### src/hdl/fmsv_pkg.sv
// ----------------------------------------------------------------------------
// fmsv_pkg
// shared constants, types and helpers of the tag=value message validator
// ----------------------------------------------------------------------------
package fmsv_pkg;

   localparam int MaxFieldCount   = 256;
   localparam int MaxMessageBytes = 65536;
   localparam int FcW  = $clog2(MaxFieldCount + 1);
   localparam int OffW = $clog2(MaxMessageBytes + 1);

   localparam logic [7:0] ChEq    = 8'h3D;
   localparam logic [7:0] ChMinus = 8'h2D;
   localparam logic [7:0] ChCr    = 8'h0D;
   localparam logic [7:0] ChLf    = 8'h0A;
   localparam logic [7:0] ChSpace = 8'h20;
   localparam logic [33:0] MagCap   = 34'h080000001;
   localparam logic [33:0] PosLimit = 34'h07FFFFFFF;
   localparam logic [33:0] NegLimit = 34'h080000000;

   typedef enum logic [3:0] {
      ST_OK = 4'd0, ST_BAD_BEGIN = 4'd1, ST_NO_BODYLEN = 4'd2,
      ST_BAD_BODYLEN = 4'd3, ST_LEN_MISMATCH = 4'd4, ST_NO_CKSUM = 4'd5,
      ST_BAD_CKSUM = 4'd6, ST_CKSUM_MISMATCH = 4'd7, ST_FORMAT = 4'd8,
      ST_TOO_MANY = 4'd9, ST_TOO_LONG = 4'd10
   } status_type;

   typedef enum logic [2:0] {
      NS_START, NS_MINUS, NS_DIGITS, NS_STOPPED, NS_BAD
   } num_state_type;

   typedef struct packed {
      logic        kind;
      logic [31:0] tag;
      logic [15:0] voff;
      logic [15:0] vlen;
      logic [3:0]  status;
      logic [8:0]  fields;
      logic [7:0]  cksum;
      logic [31:0] blen;
      logic        run_end;
   } result_type;

   // saturating decimal accumulate
   function automatic logic [33:0] add_digit(input logic [33:0] mag, input logic [7:0] b);
      logic [37:0] t;
      t = {mag, 3'b000} + {2'b00, mag, 1'b0} + {30'd0, b - 8'h30};
      add_digit = (t > {4'd0, MagCap}) ? MagCap : t[33:0];
   endfunction

   function automatic logic mag_fits(input logic neg, input logic [33:0] mag);
      mag_fits = mag <= (neg ? NegLimit : PosLimit);
   endfunction

   function automatic logic [31:0] signed_of(input logic neg, input logic [33:0] mag);
      signed_of = neg ? 32'(-mag) : mag[31:0];
   endfunction

endpackage

### src/hdl/fmsv_out_buf.sv
// ----------------------------------------------------------------------------
// fmsv_out_buf
// four-entry result queue between the parser and the result channel
// ----------------------------------------------------------------------------
module fmsv_out_buf (
   input  logic                  clock,
   input  logic                  reset,
   input  logic                  push_a,
   input  fmsv_pkg::result_type  data_a,
   input  logic                  push_b,
   input  fmsv_pkg::result_type  data_b,
   output logic                  room,
   output logic                  valid,
   input  logic                  ready,
   output fmsv_pkg::result_type  data
);
   fmsv_pkg::result_type q_ff [4];
   logic [1:0] rd_ff, wr_ff;
   logic [2:0] cnt_ff;
   logic       pop;
   logic [1:0] wr2;

   assign valid = cnt_ff != 3'd0;
   // space for the two results one byte can give
   assign room  = cnt_ff <= 3'd2;
   assign data  = q_ff[rd_ff];
   assign pop   = valid && ready;
   assign wr2   = push_a ? wr_ff + 2'd1 : wr_ff;

   always_ff @(posedge clock) begin
      if (push_a) q_ff[wr_ff] <= data_a;
      if (push_b) q_ff[wr2] <= data_b;
      if (reset) begin
         rd_ff <= '0; wr_ff <= '0; cnt_ff <= '0;
      end else begin
         if (pop) rd_ff <= rd_ff + 2'd1;
         wr_ff <= wr_ff + 2'(push_a) + 2'(push_b);
         cnt_ff <= cnt_ff + 3'(push_a) + 3'(push_b) - 3'(pop);
      end
   end
endmodule

### src/hdl/fix_message_stream_validator.sv
// ----------------------------------------------------------------------------
// fix_message_stream_validator
// tag=value message parser and checker, one byte per item
// ----------------------------------------------------------------------------
// One byte is taken per cycle while the result queue holds at most two
// results, so that the field report and final status one byte can give
// always fit; the byte is parsed in the cycle it is accepted and its results
// are queued for the result channel from the next cycle. With the result side
// ready, bytes can follow back to back, the final byte of a message included;
// input is held off only while more than two results wait to be taken.
module fix_message_stream_validator (
   input  logic         clock,
   input  logic         reset,
   input  logic         csr_we,
   input  logic [7:0]   csr_wdata,
   input  logic         req_tvalid,
   output logic         req_tready,
   input  logic [7:0]   req_tdata,   // data_byte
   input  logic         req_tlast,   // last_byte
   output logic         rsp_tvalid,
   input  logic         rsp_tready,
   output logic [119:0] rsp_tdata,   // tag,voff,vlen,status,fields,cksum,blen
   output logic         rsp_tuser,   // result_kind
   output logic         rsp_tlast    // run_end
);
   localparam int OW = fmsv_pkg::OffW;
   localparam int FW = fmsv_pkg::FcW;

   logic [7:0]  sep_ff;
   logic        inval_ff, tdig_ff, tneg_ff, tbad_ff, tnb_ff;
   logic [33:0] tacc_ff, nacc_ff;
   logic [FW-1:0] fc_ff;
   logic [OW-1:0] off_ff, fso_ff, vso_ff, bso_ff, beo_ff;
   logic [7:0]  sum_ff, fss_ff, csl_ff, ckv_ff;
   logic        bef_ff, blv_ff, ckvld_ff, nneg_ff;
   logic [31:0] ptag_ff, blen_ff;
   fmsv_pkg::num_state_type ns_ff;
   logic [3:0]  err_ff;

   logic acc, room;
   fmsv_pkg::result_type ra, rb, ro;
   logic pa, pb;

   assign acc = req_tvalid && req_tready;
   assign req_tready = room;

   // next state
   logic        inval_in, tdig_in, tneg_in, tbad_in, tnb_in, nneg_in;
   logic [33:0] tacc_in, nacc_in;
   logic [FW-1:0] fc_in;
   logic [OW-1:0] off_in, fso_in, vso_in, bso_in, beo_in;
   logic [7:0]  sum_in, fss_in, csl_in, ckv_in;
   logic        bef_in, blv_in, ckvld_in, rep;
   logic [31:0] ptag_in, blen_in, tag;
   fmsv_pkg::num_state_type ns_in;
   logic [3:0]  err_in, st;
   logic [7:0]  b;
   logic        dig, nok, complete;
   logic [31:0] nval;
   logic [OW-1:0] p, vlen;
   logic signed [OW:0] actual;

   always_comb begin
      b = req_tdata;
      p = off_ff;
      dig = b >= 8'h30 && b <= 8'h39;
      inval_in = inval_ff; tdig_in = tdig_ff; tneg_in = tneg_ff; tbad_in = tbad_ff;
      tnb_in = tnb_ff; tacc_in = tacc_ff; nacc_in = nacc_ff; nneg_in = nneg_ff;
      ns_in = ns_ff; fc_in = fc_ff; off_in = off_ff; fso_in = fso_ff; vso_in = vso_ff;
      bso_in = bso_ff; beo_in = beo_ff; sum_in = sum_ff; fss_in = fss_ff;
      csl_in = csl_ff; ckv_in = ckv_ff; bef_in = bef_ff; blv_in = blv_ff;
      ckvld_in = ckvld_ff; ptag_in = ptag_ff; blen_in = blen_ff; err_in = err_ff;
      complete = 1'b0; rep = 1'b0;
      tag = fmsv_pkg::signed_of(tneg_ff, tacc_ff);
      nok = (ns_ff == fmsv_pkg::NS_DIGITS || ns_ff == fmsv_pkg::NS_STOPPED)
            && fmsv_pkg::mag_fits(nneg_ff, nacc_ff);
      nval = fmsv_pkg::signed_of(nneg_ff, nacc_ff);
      if (err_ff == 4'd0) begin
         if (off_ff >= OW'(fmsv_pkg::MaxMessageBytes)) err_in = fmsv_pkg::ST_TOO_LONG;
         else begin
            sum_in = sum_ff + b;
            if (inval_ff) begin
               if (b == sep_ff) complete = 1'b1;
               else begin
                  unique case (ns_ff)
                     fmsv_pkg::NS_START: begin
                        if (b == fmsv_pkg::ChMinus) begin
                           nneg_in = 1'b1; ns_in = fmsv_pkg::NS_MINUS;
                        end else if (dig) begin
                           nacc_in = fmsv_pkg::add_digit(nacc_ff, b); ns_in = fmsv_pkg::NS_DIGITS;
                        end else ns_in = fmsv_pkg::NS_BAD;
                     end
                     fmsv_pkg::NS_MINUS: begin
                        if (dig) begin
                           nacc_in = fmsv_pkg::add_digit(nacc_ff, b); ns_in = fmsv_pkg::NS_DIGITS;
                        end else ns_in = fmsv_pkg::NS_BAD;
                     end
                     fmsv_pkg::NS_DIGITS: begin
                        if (dig) nacc_in = fmsv_pkg::add_digit(nacc_ff, b);
                        else ns_in = fmsv_pkg::NS_STOPPED;
                     end
                     default: ;
                  endcase
               end
            end else if (p == fso_ff && fc_ff >= FW'(fmsv_pkg::MaxFieldCount)) begin
               err_in = fmsv_pkg::ST_TOO_MANY;
            end else if (b == fmsv_pkg::ChEq) begin
               if (tbad_ff || !tdig_ff || !fmsv_pkg::mag_fits(tneg_ff, tacc_ff))
                  err_in = fmsv_pkg::ST_FORMAT;
               else begin
                  inval_in = 1'b1;
                  vso_in = p + 1'b1;
                  if (sep_ff == fmsv_pkg::ChEq) complete = 1'b1;
               end
            end else begin
               if (b != sep_ff && b != fmsv_pkg::ChCr && b != fmsv_pkg::ChLf
                   && b != fmsv_pkg::ChSpace) tnb_in = 1'b1;
               if (dig) begin
                  tdig_in = 1'b1; tacc_in = fmsv_pkg::add_digit(tacc_ff, b);
               end else if (b == fmsv_pkg::ChMinus && p == fso_ff) tneg_in = 1'b1;
               else tbad_in = 1'b1;
            end
         end
      end
      // value length from this field's value start (set same cycle when separator is '=')
      vlen = (p >= vso_in) ? p - vso_in : '0;
      if (complete) begin
         if (fc_ff == '0 && tag != 32'd8) err_in = fmsv_pkg::ST_BAD_BEGIN;
         else if (fc_ff == FW'(1) && tag != 32'd9) err_in = fmsv_pkg::ST_NO_BODYLEN;
         else begin
            rep = 1'b1;
            if (fc_ff == FW'(1)) begin
               bso_in = p + 1'b1; blv_in = nok; blen_in = nok ? nval : 32'd0;
            end
            if (tag == 32'd10) begin
               beo_in = fso_ff; bef_in = 1'b1; csl_in = fss_ff;
            end
            ckvld_in = nok && !nval[31] && nval <= 32'd255;
            ckv_in = ckvld_in ? nval[7:0] : 8'd0;
            ptag_in = tag;
            fc_in = fc_ff + 1'b1;
            inval_in = 1'b0; tacc_in = '0; tdig_in = 1'b0; tneg_in = 1'b0;
            tbad_in = 1'b0; tnb_in = 1'b0; ns_in = fmsv_pkg::NS_START;
            nneg_in = 1'b0; nacc_in = '0; fso_in = p + 1'b1; fss_in = sum_in;
         end
      end
      if (off_ff < OW'(fmsv_pkg::MaxMessageBytes)) off_in = off_ff + 1'b1;

      ra = '0;
      ra.tag = tag; ra.voff = 16'(vso_in); ra.vlen = 16'(vlen);
      ra.fields = 9'(fc_in); ra.run_end = !req_tlast;

      actual = $signed({1'b0, beo_in}) - $signed({1'b0, bso_in});
      if (err_in != 4'd0) st = err_in;
      else if (inval_in) st = fmsv_pkg::ST_FORMAT;
      else if (off_in > fso_in && tnb_in) st = fmsv_pkg::ST_FORMAT;
      else if (fc_in < FW'(3)) st = fmsv_pkg::ST_FORMAT;
      else if (ptag_in != 32'd10) st = fmsv_pkg::ST_NO_CKSUM;
      else if (!blv_in) st = fmsv_pkg::ST_BAD_BODYLEN;
      else if (!bef_in) st = fmsv_pkg::ST_FORMAT;
      else if ({{(32-OW-1){actual[OW]}}, actual} != blen_in) st = fmsv_pkg::ST_LEN_MISMATCH;
      else if (!ckvld_in) st = fmsv_pkg::ST_BAD_CKSUM;
      else if (csl_in != ckv_in) st = fmsv_pkg::ST_CKSUM_MISMATCH;
      else st = fmsv_pkg::ST_OK;
      rb = '0;
      rb.kind = 1'b1; rb.tag = ptag_in; rb.status = st; rb.fields = 9'(fc_in);
      rb.cksum = bef_in ? csl_in : 8'd0; rb.blen = blv_in ? blen_in : 32'd0;
      rb.run_end = 1'b1;
   end

   // results go in report-then-status order
   assign pa = acc && (rep || req_tlast);
   assign pb = acc && rep && req_tlast;

   fmsv_out_buf u_buf (
      .clock(clock), .reset(reset),
      .push_a(pa), .data_a(rep ? ra : rb),
      .push_b(pb), .data_b(rb),
      .room(room), .valid(rsp_tvalid), .ready(rsp_tready), .data(ro)
   );

   assign rsp_tdata = {3'd0, ro.blen, ro.cksum, ro.fields, ro.status, ro.vlen, ro.voff,
                       ro.tag};
   assign rsp_tuser = ro.kind;
   assign rsp_tlast = ro.run_end;

   always_ff @(posedge clock) begin
      if (reset) sep_ff <= 8'd1;
      else if (csr_we) sep_ff <= csr_wdata;
      if (reset || (acc && req_tlast)) begin
         inval_ff <= 1'b0; tdig_ff <= 1'b0; tneg_ff <= 1'b0; tbad_ff <= 1'b0;
         tnb_ff <= 1'b0; tacc_ff <= '0; nacc_ff <= '0; nneg_ff <= 1'b0;
         ns_ff <= fmsv_pkg::NS_START; fc_ff <= '0; off_ff <= '0; fso_ff <= '0;
         vso_ff <= '0; bso_ff <= '0; beo_ff <= '0; sum_ff <= '0; fss_ff <= '0;
         csl_ff <= '0; ckv_ff <= '0; bef_ff <= 1'b0; blv_ff <= 1'b0;
         ckvld_ff <= 1'b0; ptag_ff <= '0; blen_ff <= '0; err_ff <= '0;
      end else if (acc) begin
         inval_ff <= inval_in; tdig_ff <= tdig_in; tneg_ff <= tneg_in; tbad_ff <= tbad_in;
         tnb_ff <= tnb_in; tacc_ff <= tacc_in; nacc_ff <= nacc_in; nneg_ff <= nneg_in;
         ns_ff <= ns_in; fc_ff <= fc_in; off_ff <= off_in; fso_ff <= fso_in;
         vso_ff <= vso_in; bso_ff <= bso_in; beo_ff <= beo_in; sum_ff <= sum_in;
         fss_ff <= fss_in; csl_ff <= csl_in; ckv_ff <= ckv_in; bef_ff <= bef_in;
         blv_ff <= blv_in; ckvld_ff <= ckvld_in; ptag_ff <= ptag_in;
         blen_ff <= blen_in; err_ff <= err_in;
      end
   end
endmodule
### config.mk
export PLATFORM = sky130hd
export DESIGN_NAME = fix_message_stream_validator
export DESIGN_NICKNAME = d
export VERILOG_FILES = /design/src/hdl/fmsv_pkg.sv /design/src/hdl/fmsv_out_buf.sv /design/src/hdl/fix_message_stream_validator.sv
export SDC_FILE = /design/constraint.sdc
export NUM_CORES = 2
export LEC_CHECK = 0
export BUFFER_PORTS_ARGS = -buffer_cell sky130_fd_sc_hd__buf_4
export CAP_MARGIN = 20
export CELL_PAD_IN_SITES_DETAIL_PLACEMENT = 0
export CELL_PAD_IN_SITES_GLOBAL_PLACEMENT = 2
export CORE_AREA = 2 2 340 342
export CTS_CLUSTER_DIAMETER = 50
export DETAILED_ROUTE_END_ITERATION = 8
export DIE_AREA = 0 0 342 344
export PLACE_DENSITY_LB_ADDON = 0.1
export SETUP_SLACK_MARGIN = 0.1
export SYNTH_ARGS = -nofsm -noshare
export SYNTH_HDL_FRONTEND = slang
export SYNTH_HIERARCHICAL = 1
export SYNTH_SLANG_ARGS = --single-unit
### constraint.sdc
create_clock -name clock -period 10.85 [get_ports clock]
set_input_delay 0 -clock clock [delete_from_list [all_inputs] [get_ports clock]]
set_output_delay 0 -clock clock [all_outputs]
set_load 0.01 [all_outputs]
==> out/summary.txt <==
GLOBAL ROUTE
-------------------------------------------------------------------------------------------
Number of global-route vias before repair                                            36,400
Combined global-route utilization of all metal layers                                 25.3%
Antenna violations before repair                                                          2
Largest net degree at the start of global routing                                       146
Global-route wire length before repair                                           228,000 µm
Grt total ovfl                                                                            0

YOSYS
-------------------------------------------------------------------------------------------
Most area-consuming cells after synthesis                                      sky130_fd_sc_hd__edfxtp_1 29%, sky130_fd_sc_hd__dfxtp_1 12%, sky130_fd_sc_hd__ha_1 6.8%
Portion of the post-synthesis area used by sequential elements                        41.3%
Mapped Avg Cell Area                                                               10.5 µm²
Number of flops mapped to enable cells by yosys                                         476
Post-synthesis register bit count                                                       767
Most used DFF post-synth                                                       sky130_fd_sc_hd__edfxtp_1
Proportion of synthesized flip-flops having asynchronous set or reset                    0%
Instance count of the mapped netlist                                                  4,637
Number of distinct library cells after synthesis                                         98
Area fraction of the dominant cell type after synthesis                               29.4%
Total standard cell area after synthesis                                         48,700 µm²
Number of warnings issued by yosys                                                        6
Synth area leader                                                              sky130_fd_sc_hd__edfxtp_1

FLOORPLANNING
-------------------------------------------------------------------------------------------
Initial standard-cell utilization of the core                                         42.7%
Core Region                                                                     114,000 µm²
Y dimension of the die                                                               344 µm
Num rows                                                                                124
Full die area                                                                   118,000 µm²
Number of primary I/O pins                                                              146
Die outline width                                                                    342 µm

ROUTING
-------------------------------------------------------------------------------------------
Total wirelength of the detailed-routed design                                   150,000 µm
Number of detailed-route iterations in the first pass                                     5
Number of design-rule violations left by the first detailed-router iteration          2,499
Total via count in the routed design                                                 36,700
Wire length on met3                                                                 7630 µm
Metal2 WL                                                                         69,600 µm
Top Metal Used                                                                         met5
Number of nets with antenna violations after routing                                      0
Detailed-route wire length per cell                                                 23.4 µm
Metal-1 WL                                                                        70,000 µm
DRC violation count after routing                                                         0
Average via count per standard cell                                                    5.70

PLACEMENT
-------------------------------------------------------------------------------------------
Number of I/O port buffers                                                              142
Dpl hpwl                                                                         101,000 µm
Final weighted congestion in routability-driven placement                             0.864

STA
-------------------------------------------------------------------------------------------
Portion of the clock cycle consumed by the worst path in the final layout             90.1%
Final period demand of the worst path                                               9.77 ns
Setup violations, final                                                                   0
Setup repair after global routing missed its margin                                   false
Setup TNS                                                                              0 ns
Number of hold violations in the final report                                             0
Max-Slew Margin vs Limit                                                              28.7%
Maximum clock skew at final layout                                                0.0292 ns
Transition time at the pin with the least slew margin                               1.07 ns
Highest Clock Rate                                                                  102 MHz
Max-slew violation count                                                                  0

SETUP PATH
-------------------------------------------------------------------------------------------
Largest fanout on the critical path                                                      19
Req. time, crit path                                                               11.29 ns
Maximum cell stage delay along the critical path                                    0.73 ns
Worst setup EP type                                                                    flop
Depth of the most critical reg-to-reg path                                               28
Largest delay share family, worst path                                         simple AND/OR/NAND/NOR gates
Crit path arrival time                                                             10.21 ns
Critical path buffers and inverters                                                       1
CP Launch Type                                                                         flop
Logic depth of the worst path, buffers included                                          28
Critical path's most frequent cell                                             sky130_fd_sc_hd__nand2_1
Worst R2R Setup Slack                                                               1.08 ns
Class of the most critical setup path                                          flop to flop
Standard cell with the maximum stage delay on the critical path                sky130_fd_sc_hd__and3_1

FINAL LAYOUT
-------------------------------------------------------------------------------------------
Highest-count cells in the layout ignoring fill and taps                       476 x sky130_fd_sc_hd__edfxtp_1, 452 x sky130_fd_sc_hd__nor2_1, 413 x sky130_fd_sc_hd__nand2_1
Area growth from synthesis to layout                                                  13.8%
Layout Utilization                                                                    48.6%
Most common library cell in the layout ignoring fill and taps                  sky130_fd_sc_hd__edfxtp_1
Antenna diode count                                                                       0
Count of fill cells added during filler insertion                                    10,700
Fraction of layout cells with a size suffix above 1                                   16.2%
Post-layout net count                                                                 5,135

WORST HOLD PATH
-------------------------------------------------------------------------------------------
Path type of the worst min-delay path                                          input pin to flop
Cell count of the worst hold path                                                         5

POWER AND IR DROP
-------------------------------------------------------------------------------------------
Largest vdd supply drop                                                          0.000161 V
Total power consumption of the routed design                                        8610 µW
Power Dens Cells                                                                 156 nW/µm²
Leakage                                                                           0.0223 µW

CLOCK TREE
-------------------------------------------------------------------------------------------
TritonCTS clock tree                                                                  built
Number of instances resized during post-cts repair                                        0
Clock latency of the later-clocked register in the worst-skew pair                  0.70 ns
TritonCTS Buffers                                                                       102
Bufs on Longest Clock Path                                                                3
H-Tree Level Count                                                                        3
Clk slew on worst S/H paths                                                         0.06 ns
Number of sinks on the clock net                                                        767
CTS Root Buffer Type                                                           sky130_fd_sc_hd__clkbuf_16

OUTCOME
-------------------------------------------------------------------------------------------
Status                                                                            completed

JOB
-------------------------------------------------------------------------------------------
Number of violations of the max-capacitance limit                                         0

-- worst register-to-register path: cells and delay by family, from the launching register on --
kind	cells	cell delay (ns)
AND/OR/NAND/NOR	13	4.53
XOR/XNOR	1	0.50
buffers and inverters	1	0.19
adder cells (fa/ha/maj)	1	0.26
multiplexers	2	0.44
AO/OA/AOI/OAI	10	3.11
flip-flops	1	0.47
-- cell families (layout without fill, tap and decap cells) --
| logic type | Yosys count | after routing | synth area share [%] |
|---|---|---|---|
| DFF | 767 | 767 | 41.3 |
| xor gates and xnor gates | 239 | 239 | 4.32 |
| adders and majority gates | 283 | 283 | 7.55 |
| and+or+nand+nor | 1398 | 1398 | 13.5 |
| buffers and inverters | 391 | 536 | 3.44 |
| AOI/OAI and AO/OA | 902 | 902 | 12.0 |
| other | 2 | 139 | 0.0154 |
| muxes | 655 | 655 | 17.8 |
-- layer usage --
metal  track usage (%)  vias up
met5                 0        -
met4              6.40        2
met3              3.68      170
met2              41.4      836
met1              35.1    18000
li1                  -    17600
-- sequential cells by signal, summed over array words and instances, names as in the netlist, 2 cells and up, named ones only --
register and count:
beo_ff 17, blen_ff 32, bso_ff 17, ckv_ff 8, csl_ff 8, err_ff 4
fc_ff 9, fso_ff 17, fss_ff 8, nacc_ff 34, ns_ff 3, off_ff 17
ptag_ff 32, sep_ff 8, sum_ff 8, tacc_ff 34, u_buf/cnt_ff 3, u_buf/q_ff 476
u_buf/rd_ff 2, u_buf/wr_ff 2, vso_ff 17
-- final timing paths --
check / end / start
hold reg to reg: ckv_ff[1]$_SDFFE_PP0P_ / ckv_ff[1]$_SDFFE_PP0P_
hold / removal: ns_ff[1]$_SDFFE_PP0P_ / req_tdata[5]
setup reg to reg: u_buf/q_ff[1][52]$_DFFE_PP_ / tacc_ff[7]$_SDFFE_PP0P_
setup / recovery: u_buf/q_ff[1][52]$_DFFE_PP_ / tacc_ff[7]$_SDFFE_PP0P_
-- Yosys cell counts (119+ instances only) --
master,count
sky130_fd_sc_hd__dfxtp_1,291
sky130_fd_sc_hd__mux4_2,119
sky130_fd_sc_hd__a21oi_1,272
sky130_fd_sc_hd__o21ai_0,193
sky130_fd_sc_hd__nor2_1,459
sky130_fd_sc_hd__clkbuf_1,164
sky130_fd_sc_hd__ha_1,265
sky130_fd_sc_hd__mux2_1,240
sky130_fd_sc_hd__nand2_1,416
sky130_fd_sc_hd__mux2_2,239
sky130_fd_sc_hd__edfxtp_1,476
sky130_fd_sc_hd__xnor2_1,120
-- metrics by stage --
| step | hold WS [ns] | std cells | area (µm²) | setup slack (ns) |
|---|---|---|---|---|
| 2_1_floorplan | 0.0667 | 4774 | 49200 | 2.00 |
| 3_3_place_gp | 0.205 | 6201 | 51600 | 1.27 |
| 3_5_place_dp | 0.208 | 6202 | 51600 | 1.19 |
| 4_1_cts | 0.0693 | 6429 | 55300 | 1.12 |
| 5_1_grt | 0.155 | 6431 | 55400 | 0.249 |
| 6_report | 0.110 | 6431 | 55400 | 1.08 |
-- layout make-up --
type / count / area [µm²] / share of cell area (%)
clock buffers: 120 / 2640 / 4.77
clock inverters: 73 / 767 / 1.39
well taps: 1512 / 1890 / 3.42
inverters: 111 / 417 / 0.753
repair buffers: 232 / 1960 / 3.53
multi-input cells: 3616 / 27600 / 49.8
flip-flops and latches: 767 / 20100 / 36.4
-- where the power goes --
group          switching [µW]  internal [µW]
Sequential                112           3220
Combinational            1090            790
Clock                    1370           2020
-- repair_timing --
item                                   in CTS  in global routing
buffers inserted                            0                  0
hold buffers                               34                  0
endpoints found under the hold margin      60                  0
No activity file was read; power rests on OpenSTA's default activity.
